[src/rtl/core/ist_pkg.sv]
// Shared types and constants for the integer set table.
// Used by integer_set_table; no dependencies.
`timescale 1ns / 1ps

package ist_pkg;

	// Default number of entries in the set.
	localparam int CAPACITY_DEF = 64;

	// Field widths.
	localparam int REQ_W   = 3;
	localparam int VALUE_W = 32;
	localparam int COUNT_W = 7;

	// Largest value the member count field can show.
	localparam int COUNT_MAX = (1 << COUNT_W) - 1;

	// One memory word holds a valid mark above the stored value.
	localparam int ENTRY_W = VALUE_W + 1;

	// Request codes. The three unused codes behave as a find.
	localparam logic [REQ_W-1:0] REQ_INSERT = 3'd0;
	localparam logic [REQ_W-1:0] REQ_ERASE  = 3'd1;
	localparam logic [REQ_W-1:0] REQ_FIND   = 3'd2;
	localparam logic [REQ_W-1:0] REQ_TOGGLE = 3'd3;
	localparam logic [REQ_W-1:0] REQ_CLEAR  = 3'd4;

	// Control sequencer states.
	typedef enum logic [1:0] {
		ST_SWEEP,
		ST_IDLE,
		ST_SCAN,
		ST_WRITE
	} state_t;

endpackage

[src/rtl/core/ist_ram.sv]
// Generic single-write, single-read synchronous RAM with a registered read.
// Stand-alone; no package dependencies.
`timescale 1ns / 1ps

module ist_ram #(
	parameter int WIDTH = 32,
	parameter int DEPTH = 64
) (
	input  logic                                  clk,
	input  logic                                  we,
	input  logic [((DEPTH > 1) ? $clog2(DEPTH) : 1)-1:0] waddr,
	input  logic [WIDTH-1:0]                      wdata,
	input  logic                                  re,
	input  logic [((DEPTH > 1) ? $clog2(DEPTH) : 1)-1:0] raddr,
	output logic [WIDTH-1:0]                      rdata
);

	logic [WIDTH-1:0] mem_q [DEPTH];
	logic [WIDTH-1:0] rdata_q;

	// Write port.
	always_ff @(posedge clk) begin
		if (we) begin
			mem_q[waddr] <= wdata;
		end
	end

	// Read port, registered.
	always_ff @(posedge clk) begin
		if (re) begin
			rdata_q <= mem_q[raddr];
		end
	end

	assign rdata = rdata_q;

endmodule

[src/rtl/core/integer_set_table.sv]
// Top level of the integer set table: a bounded set of distinct 32-bit values.
// Depends on ist_pkg and the ist_ram entry memory.
`timescale 1ns / 1ps

// The set lives in one entry memory of CAPACITY words, each a valid mark and a
// value. An insert, erase, find or toggle scans every entry through the memory's
// single read port, one entry per cycle, then writes back at most one entry, and
// the next item is taken in the cycle after the result is registered. A clear of
// an empty set goes straight to the write-back state; a clear of a non-empty set
// first sweeps all CAPACITY entries, one write per cycle, then answers from the
// write-back state. After reset the same clearing sweep runs over all CAPACITY
// entries, and no item is accepted until it ends. A new member takes the lowest
// free entry. A finished result waits in an output register while the next item
// is accepted.

module integer_set_table #(
	parameter int CAPACITY = ist_pkg::CAPACITY_DEF
) (
	input  logic                              clk,
	input  logic                              arst_n,
	input  logic                              req_valid,
	output logic                              req_ready,
	input  logic [ist_pkg::REQ_W-1:0]         req_type,
	input  logic signed [ist_pkg::VALUE_W-1:0] value,
	output logic                              rsp_valid,
	input  logic                              rsp_ready,
	output logic                              was_present,
	output logic                              changed,
	output logic                              table_full,
	output logic [ist_pkg::COUNT_W-1:0]       member_count
);

	import ist_pkg::*;

	localparam int AW = (CAPACITY > 1) ? $clog2(CAPACITY) : 1;
	localparam int CW = $clog2(CAPACITY + 1);

	localparam logic [AW:0] IDX_END  = (AW + 1)'(CAPACITY);
	localparam logic [AW:0] IDX_LAST = (AW + 1)'(CAPACITY - 1);

	state_t state_q, state_d;

	// Request and scan registers.
	logic [REQ_W-1:0]   op_q;
	logic [VALUE_W-1:0] value_q;
	logic [AW:0]        idx_q;
	logic               sweep_reply_q;
	logic               cmp_valid_s1;
	logic [AW-1:0]      cmp_idx_s1;
	logic               hit_q;
	logic [AW-1:0]      hit_idx_q;
	logic               free_found_q;
	logic [AW-1:0]      free_idx_q;
	logic [CW-1:0]      count_q;

	// Output registers.
	logic               rsp_valid_q;
	logic               was_present_q;
	logic               changed_q;
	logic               table_full_q;
	logic [COUNT_W-1:0] member_count_q;

	// Memory port signals.
	logic               ram_we;
	logic [AW-1:0]      ram_waddr;
	logic [ENTRY_W-1:0] ram_wdata;
	logic               ram_re;
	logic [AW-1:0]      ram_raddr;
	logic [ENTRY_W-1:0] ram_rdata;

	// Result of the write-back step.
	logic               res_present;
	logic               res_changed;
	logic               res_full;
	logic [CW-1:0]      count_next;
	logic [31:0]        count_wide;

	logic req_fire;
	logic out_free;
	logic entry_hit;
	logic entry_free;

	assign req_fire = req_valid && req_ready;
	assign out_free = !rsp_valid_q || rsp_ready;

	// Entry memory: valid mark in the top bit, value below it.
	ist_ram #(
		.WIDTH(ENTRY_W),
		.DEPTH(CAPACITY)
	) u_entries (
		.clk  (clk),
		.we   (ram_we),
		.waddr(ram_waddr),
		.wdata(ram_wdata),
		.re   (ram_re),
		.raddr(ram_raddr),
		.rdata(ram_rdata)
	);

	// Next-state logic.
	always_comb begin
		state_d = state_q;
		unique case (state_q)
			ST_SWEEP: begin
				if (idx_q == IDX_LAST) begin
					state_d = sweep_reply_q ? ST_WRITE : ST_IDLE;
				end
			end
			ST_IDLE: begin
				if (req_valid) begin
					if (req_type == REQ_CLEAR) begin
						state_d = (count_q != '0) ? ST_SWEEP : ST_WRITE;
					end else begin
						state_d = ST_SCAN;
					end
				end
			end
			ST_SCAN: begin
				if (idx_q == IDX_END && cmp_valid_s1) begin
					state_d = ST_WRITE;
				end
			end
			ST_WRITE: begin
				if (out_free) begin
					state_d = ST_IDLE;
				end
			end
			default: state_d = ST_IDLE;
		endcase
	end

	// Output logic: memory accesses and the write-back decision.
	always_comb begin
		req_ready   = 1'b0;
		ram_we      = 1'b0;
		ram_waddr   = idx_q[AW-1:0];
		ram_wdata   = '0;
		ram_re      = 1'b0;
		ram_raddr   = idx_q[AW-1:0];
		res_present = 1'b0;
		res_changed = 1'b0;
		res_full    = 1'b0;
		count_next  = count_q;
		unique case (state_q)
			ST_SWEEP: begin
				ram_we = 1'b1;
			end
			ST_IDLE: begin
				req_ready = 1'b1;
			end
			ST_SCAN: begin
				ram_re = (idx_q < IDX_END);
			end
			ST_WRITE: begin
				if (op_q == REQ_CLEAR) begin
					res_changed = (count_q != '0);
					count_next  = '0;
				end else begin
					res_present = hit_q;
					if ((op_q == REQ_ERASE || op_q == REQ_TOGGLE) && hit_q) begin
						ram_we      = out_free;
						ram_waddr   = hit_idx_q;
						ram_wdata   = {1'b0, value_q};
						res_changed = 1'b1;
						count_next  = count_q - CW'(1);
					end else if ((op_q == REQ_INSERT || op_q == REQ_TOGGLE) && !hit_q) begin
						if (free_found_q) begin
							ram_we      = out_free;
							ram_waddr   = free_idx_q;
							ram_wdata   = {1'b1, value_q};
							res_changed = 1'b1;
							count_next  = count_q + CW'(1);
						end else begin
							res_full = 1'b1;
						end
					end
				end
			end
			default: begin
				req_ready = 1'b0;
			end
		endcase
	end

	// Member count as shown, saturated to the field.
	assign count_wide = 32'(count_next);

	// Compare the entry returned by the memory.
	assign entry_hit  = ram_rdata[VALUE_W] && (ram_rdata[VALUE_W-1:0] == value_q);
	assign entry_free = !ram_rdata[VALUE_W];

	// Sequencer, scan and count registers.
	always_ff @(posedge clk or negedge arst_n) begin
		if (!arst_n) begin
			state_q       <= ST_SWEEP;
			idx_q         <= '0;
			sweep_reply_q <= 1'b0;
			cmp_valid_s1  <= 1'b0;
			hit_q         <= 1'b0;
			free_found_q  <= 1'b0;
			count_q       <= '0;
		end else begin
			state_q      <= state_d;
			cmp_valid_s1 <= ram_re;
			if (req_fire) begin
				idx_q         <= '0;
				sweep_reply_q <= 1'b1;
				hit_q         <= 1'b0;
				free_found_q  <= 1'b0;
			end else if ((state_q == ST_SWEEP) || ram_re) begin
				idx_q <= idx_q + (AW + 1)'(1);
			end
			if (cmp_valid_s1) begin
				if (entry_hit && !hit_q) begin
					hit_q <= 1'b1;
				end
				if (entry_free && !free_found_q) begin
					free_found_q <= 1'b1;
				end
			end
			if (state_q == ST_WRITE && out_free) begin
				count_q <= count_next;
			end
		end
	end

	// Scan payload registers.
	always_ff @(posedge clk) begin
		if (req_fire) begin
			op_q    <= req_type;
			value_q <= value;
		end
		cmp_idx_s1 <= idx_q[AW-1:0];
		if (cmp_valid_s1 && entry_hit && !hit_q) begin
			hit_idx_q <= cmp_idx_s1;
		end
		if (cmp_valid_s1 && entry_free && !free_found_q) begin
			free_idx_q <= cmp_idx_s1;
		end
	end

	// Output valid.
	always_ff @(posedge clk or negedge arst_n) begin
		if (!arst_n) begin
			rsp_valid_q <= 1'b0;
		end else if (state_q == ST_WRITE && out_free) begin
			rsp_valid_q <= 1'b1;
		end else if (rsp_ready) begin
			rsp_valid_q <= 1'b0;
		end
	end

	// Output payload.
	always_ff @(posedge clk) begin
		if (state_q == ST_WRITE && out_free) begin
			was_present_q  <= res_present;
			changed_q      <= res_changed;
			table_full_q   <= res_full;
			member_count_q <= (count_wide > COUNT_MAX) ? COUNT_W'(COUNT_MAX)
				: count_wide[COUNT_W-1:0];
		end
	end

	assign rsp_valid    = rsp_valid_q;
	assign was_present  = was_present_q;
	assign changed      = changed_q;
	assign table_full   = table_full_q;
	assign member_count = member_count_q;

	// The member count never exceeds the number of entries.
	assert property (@(posedge clk) disable iff (!arst_n)
		32'(count_q) <= CAPACITY)
		else $error("member count exceeds capacity");

	// Memory compares happen only during a scan.
	assert property (@(posedge clk) disable iff (!arst_n)
		cmp_valid_s1 |-> (state_q == ST_SCAN))
		else $error("entry compare outside a scan");

	// A write-back returns to idle in the next cycle, with the result valid.
	assert property (@(posedge clk) disable iff (!arst_n)
		(state_q == ST_WRITE && ram_we) |=> (state_q == ST_IDLE && rsp_valid_q))
		else $error("write-back did not complete the item");

	// A refused insert or toggle neither found the value nor changed the set.
	assert property (@(posedge clk) disable iff (!arst_n)
		(rsp_valid_q && table_full_q) |-> (!changed_q && !was_present_q))
		else $error("full flag with a change or a prior member");

endmodule
[config.mk]
export PLATFORM = sky130hd
export DESIGN_NAME = integer_set_table
export DESIGN_NICKNAME = d
export VERILOG_FILES = /design/src/rtl/core/ist_pkg.sv /design/src/rtl/core/ist_ram.sv /design/src/rtl/core/integer_set_table.sv
export SDC_FILE = /design/constraint.sdc
export NUM_CORES = 2
export LEC_CHECK = 0
export BUFFER_PORTS_ARGS = -buffer_cell sky130_fd_sc_hd__buf_2
export CAP_MARGIN = 20
export CORE_MARGIN = 1
export CORE_UTILIZATION = 55
export CTS_CLUSTER_SIZE = 8
export DETAILED_ROUTE_END_ITERATION = 8
export GPL_ROUTABILITY_DRIVEN = 1
export PLACE_DENSITY = 0.76
export SKIP_LAST_GASP = 1
export SLEW_MARGIN = 20
export SYNTH_ARGS = -nofsm -noshare
export SYNTH_HDL_FRONTEND = slang
export SYNTH_SLANG_ARGS = --single-unit
[constraint.sdc]
create_clock -name clk -period 13.4 [get_ports clk]
set_input_delay 0.67 -clock clk [delete_from_list [all_inputs] [get_ports clk]]
set_output_delay 0.67 -clock clk [all_outputs]
set_load 0.05 [all_outputs]
# Word-level counts from Yosys, hierarchy flattened
# Memory sizes are Yosys's and may differ from the RTL's. A register that Yosys moved wholly into a read port is not among the register bits.
# Index checks and enable logic that the tools add are counted.
[word_totals] wordCells=114 ram_bits=2112 reg_bits=84 memories=1
[mem_list] memory="u_entries.mem_q" words=64 word_bits=33 read_ports=1 rd_clocked_by_memory_dff=1 write_ports=1 line="ist_ram.sv:18" source="logic [WIDTH-1:0] mem_q [DEPTH];"
[op_classes] eq_ne=14 order_cmp=2 bitwise=2 reduce_logical=28 add_sub_neg=3 n_mux=47
[op_table] op="$mux W33" n=5
[op_table] op="$mux W7" n=7
[op_table] op="$eq A32 B32 Y1" n=1
[op_table] op="$mux W6" n=5
[op_table] op="$mux W1" n=21
[op_table] op="$add A7 B1 Y7 const B" n=2
[op_table] op="$mux W2" n=7
[op_table] op="$logic_and A1 B1 Y1" n=12
[op_table] op="$ne A2 B2 Y1 const B" n=4
[op_table] op="$pmux W2 S4" n=1
[op_table] op="$eq A7 B6 Y1 const B" n=1
[op_table] op="$eq A7 B7 Y1 const B" n=1
[op_table] op="$gt A7 B7 Y1 const B" n=1
[op_table] op="$lt A7 B7 Y1 const B" n=1
[op_table] op="$reduce_bool A7 Y1" n=1
[op_table] op="$sub A7 B1 Y7 const B" n=1
[op_table] op="$eq A3 B3 Y1 const B" n=2
[op_table] op="$eq A2 B2 Y1 const B" n=2
[op_table] op="$logic_not A1 Y1" n=4
[op_table] op="$logic_or A1 B1 Y1" n=4
[op_table] op="$reduce_and A4 Y1" n=1
[op_table] op="$reduce_bool A2 Y1" n=2
[op_table] op="$reduce_or A4 Y1" n=1
[op_table] op="$eq A3 B1 Y1 const B" n=1
[op_table] op="other kinds (7)" n=8

# Longest topological paths before layout
[logic_depth] depth_word=9 ltp_mapped=11

# Hierarchy
# Synthesis repeated with hierarchy kept, for this count alone.
[unflattened] hier_cells=3955 hier_area_um2=85638.4
[modules_own_cells] mod="ist_ram" area_per_inst_um2=81523.2 instances=1 cells_each=3598 seq_area_each_um2=64411.8
[modules_own_cells] mod="integer_set_table" area_per_inst_um2=4115.2 instances=1 cells_each=357 seq_area_each_um2=2357.3

# Worst setup path before layout
# Ideal clock, no wire load.
[synth_timing] kind="register -> register" from="register state_q[1]" to="memory u_entries.mem_q[52][0] (netlist bit), enable pin" t_arrival_ns=5.791 period_less_slack_ns=6.214 setup_ns=0.423 required_ns=12.977 slack_ns=7.186 path_stages_with_launch=8 cell_sequence="dfrtp_1 ha_1 nand2b_1 nor4_2 a222oi_1 or3b_2 clkbuf_1 nor2_1"
[synth_between] elab_chain_len=4
[synth_rtl] item="from (decl)" line="integer_set_table.sv:41" source="state_t state_q, state_d;"
[synth_rtl] item="from (signal assigned)" line="integer_set_table.sv:203" source="state_q <= state_d;"
[synth_rtl] item="$eq A2 B2 Y1 / $logic_not A2 Y1 (equally long branches)" line="integer_set_table.sv:144" source="unique case (state_q)"
[synth_rtl] item="$pmux W1 S2" line="integer_set_table.sv:144"
[synth_rtl] item="$mux W1" line="ist_ram.sv:23" source="if (we) begin"
[synth_rtl] item="$mux W1 (implied by the code)" line="ist_ram.sv:24" source="mem_q[waddr] <= wdata;"
[synth_rtl] item="to (decl)" line="ist_ram.sv:18"
# Several ways; a longest one is shown, not always the timed one.

# Worst setup path after layout
[layout_timing] from="register idx_q[0]" to="register u_entries.rdata_q[30], in the netlist u_entries.rdata[30], read port of u_entries.mem_q (data pin)"
[layout_between] elab_chain_len=2
[layout_rtl] item="from (decl)" line="integer_set_table.sv:46" source="logic [AW:0] idx_q;"
[layout_rtl] item="from (signal assigned)" line="integer_set_table.sv:211" source="idx_q <= idx_q + (AW + 1)'(1);"
[layout_rtl] item="$lt A7 B7 Y1" line="integer_set_table.sv:152" source="ram_re = (idx_q < IDX_END);"
[layout_rtl] item="$mux W1" line="integer_set_table.sv:144"
[layout_rtl] item="to (decl)" line="ist_ram.sv:19" source="logic [WIDTH-1:0] rdata_q;"
# Several ways; a longest one is shown, not always the timed one.
# A chain may end at the register's enable or synchronous reset.

==> results.toml <==
[global_route]
grt_pass1_wl_um = 325000
grt_overflow = 0
grt_max_degree = 119
antenna_found_initial = 6
track_usage_pct = 29.7
grt_pass1_vias = 44800

[clock_tree]
tritoncts = "yes"
cts_sinks = 2229
clock_latency_ns = 0.94
max-clock-path-buffers = 4
clk_pin_slew_ns = 0.05
cts_root_buffer = "clkbuf_16"
numCtsBuffers = 328
cts-htree-levels = 5

[drt]
drt_iter0_markers = 7087
detail-route-antenna-nets = 0
first_pass_iters = 6
wl_per_cell_um = 37.3
drc = 0
post_drt_via_cell_ratio = 7.06
drt-total-wl_um = 232000
vias = 43800

[floorplanning]
die-area_sq_um = 157000
rows = 144
dieWidth_um = 396
chipHeight_um = 396
io_pins = 51
start_util_pct = 55.4
core-area_sq_um = 154000

[layout]
drive_above_1_share_pct = 28.3
num-fill-cells = 9622
layout_commonest_cell = "edfxtp_1"
final_cell_mix = "edfxtp_1 (2202), mux4_2 (535), clkbuf_16 (333), buf_4 (117), mux2i_1 (91)"
nets = 4177
area_delta_synth_final_pct = 14.6

[pwr]
p_leak_nw = 31.8
power_density_nw_per_um2 = 192
vdd_ir_drop_max_v = 0.000138

[timing]
report.final.slew_viol_count = 0
finalSetupViolCount = 0
setup-tns-final_ns = 0
rsz0062_at_grt = "no"
period_share_pct = 42.3
holdWs_ns = 0.125
hold_viol = 0
timing.slew.headroom_pct = 15.3
clock_skew_ns = 0.0889
max_freq_mhz = 176
fin_crit_ns = 5.67
worst_slew_pin_slew_ns = 1.27

[setup_path]
cp-end-kind = "flip-flop"
arrival_ns = 6.29
worst_setup_path_start_kind = "flip-flop"
critPathBufInv = 3
critPathTopFamily = "buffers and inverters"
slowest_stage = "o22ai_1"
path_class = "reg -> reg"
crit_top_cell = "buf_4"
regToRegSetupSlack_ns = 7.73
crit_fanout = 42
crit_path_max_incr_delay_ns = 1.00
required_ns = 14.01
crit_chain = "buf_4, buf_4, buf_4, mux4_2, a22o_1, a221o_1, o22ai_1, nor2_1"

[logic_synthesis]
syn-num-nets = 3837
netlist_area_sq_um = 85200
synth_edf_count = 2202
ys_warn_count = 0
synth_seq_cells = 2229
async_flop_share_pct = 0.942
ys_seq_area_share_pct = 78.3
syn_inst = 3790
ys_types = 66
avgSynthCellArea_sq_um = 22.5
synth_ff_type = "edfxtp_1"

[run]
max_cap_viol_count = 0

[placed_design]
place.gp.congestion = 0.846
port_buffers = 50
hpwlAfterDp_um = 113000

[status]
status = "completed"

[min_path]
worstHoldPathType = "in -> reg"
-- worst paths after layout --
path,from,endpoint,depth (start not counted)
setup / recovery,idx_q[0],u_entries.rdata[30],8
hold / removal,req_valid,sweep_reply_q,3
setup reg to reg,idx_q[0],u_entries.rdata[30],8
hold reg to reg,cmp_idx_s1[2],hit_idx_q[2],0
max in group asynchronous,arst_n,idx_q[0],2
min in group asynchronous,arst_n,count_q[1],2
-- per-layer routing --
metal  vias up  part of all wire, %  global-route usage [%]
met1     22700                   34                    38.9
met5         -                0.012                       0
li1      16600                    -                       -
met2      3839                   48                    46.3
met3       677                   13                    7.80
met4         4                  5.5                    15.7
-- repair_timing --
action	4_1_cts	5_1_grt
setup buffers	0	0
hold buffers	37	0
resized for setup	0	0
endpoints found under the hold margin	57	0
-- registers in the layout, indices dropped and copies added (netlist names), 2 cells and up --
signal and count:
value_q 32, free_idx_q 6, u_entries.rdata 33, hit_idx_q 6
op_q 3, state_q 2, u_entries.mem_q 2112, member_count 7
cmp_idx_s1 6, count_q 7, idx_q 7
-- cell families after synthesis --
| kind of cell | Yosys count | synth area share (%) |
|---|---|---|
| AO/OA/AOI/OAI | 327 | 2.82 |
| XOR/XNOR | 38 | 0.391 |
| adder cells (fa/ha/maj) | 8 | 0.117 |
| buffers and inverters | 216 | 1.09 |
| flip-flops | 2229 | 78.3 |
| multiplexers | 632 | 15.3 |
| AND/OR/NAND/NOR | 340 | 1.95 |
-- through the flow --
step	power [mW]	std cells	cell area [sq um]	setup WS, ns	util [%]
2_1_floorplan	10.6	3790	85200	7.19	-
3_3_place_gp	11.6	5803	88700	7.71	57.6
3_5_place_dp	11.7	5804	88700	7.78	57.6
4_1_cts	18.7	6204	97600	7.72	63.4
5_1_grt	19.2	6208	97700	7.55	63.5
6_report	18.7	6210	97700	7.73	63.5
-- power by group --
part	total (mW)	leakage, nW	internal [mW]	switching, mW
Sequential	8.08	21.4	7.88	0.203
Combinational	3.58	6.26	1.54	2.04
Clock	7.07	4.17	4.35	2.72
-- layout make-up --
type | instances | area, sq um | share of cell area (%)
Clock inverter | 5 | 70.1 | 0.0717
Tap cell | 2044 | 2560 | 2.62
Timing Repair Buffer | 212 | 1630 | 1.67
Antenna cell | 3 | 7.51 | 0.00769
Multi-Input combinational cell | 1345 | 18100 | 18.6
Clock buffer | 358 | 8430 | 8.63
Sequential cell | 2229 | 66800 | 68.4
Inverter | 14 | 55.1 | 0.0564
-- Yosys cell counts, drive strengths merged (6+ instances only) --
library cell / n / area [sq um]
dfrtp: 21 / 526
nand3: 23 / 115
xor2: 32 / 280
dfxtp: 6 / 120
a31oi: 10 / 62.6
a221oi: 24 / 210
nand3b: 7 / 52.6
nor2: 106 / 398
nor2b: 14 / 87.6
nand4: 11 / 68.8
or3: 6 / 37.5
a22oi: 31 / 233
o21ai: 44 / 220
nand2b: 15 / 93.8
a2111oi: 6 / 52.6
mux4: 535 / 12000
a221o: 19 / 190
a22o: 46 / 403
a211oi: 11 / 82.6
inv: 12 / 45.0
a21oi: 34 / 174
ha: 8 / 100
o22ai: 43 / 269
mux2: 6 / 67.6
o32ai: 6 / 52.6
and2: 46 / 288
xnor2: 6 / 52.6
nand2: 80 / 300
buf: 107 / 519
o221ai: 21 / 184
clkbuf: 95 / 357
nor4: 10 / 68.8
mux2i: 91 / 911
edfxtp: 2202 / 66100
-- tightest hold or removal path, delay by kind of cell --
| kind | cells | cell delay [ns] |
|---|---|---|
| buffers and inverters | 1 | 0.11 |
| and+or+nand+nor | 2 | 0.24 |
Power figures use the tool's default switching activity.
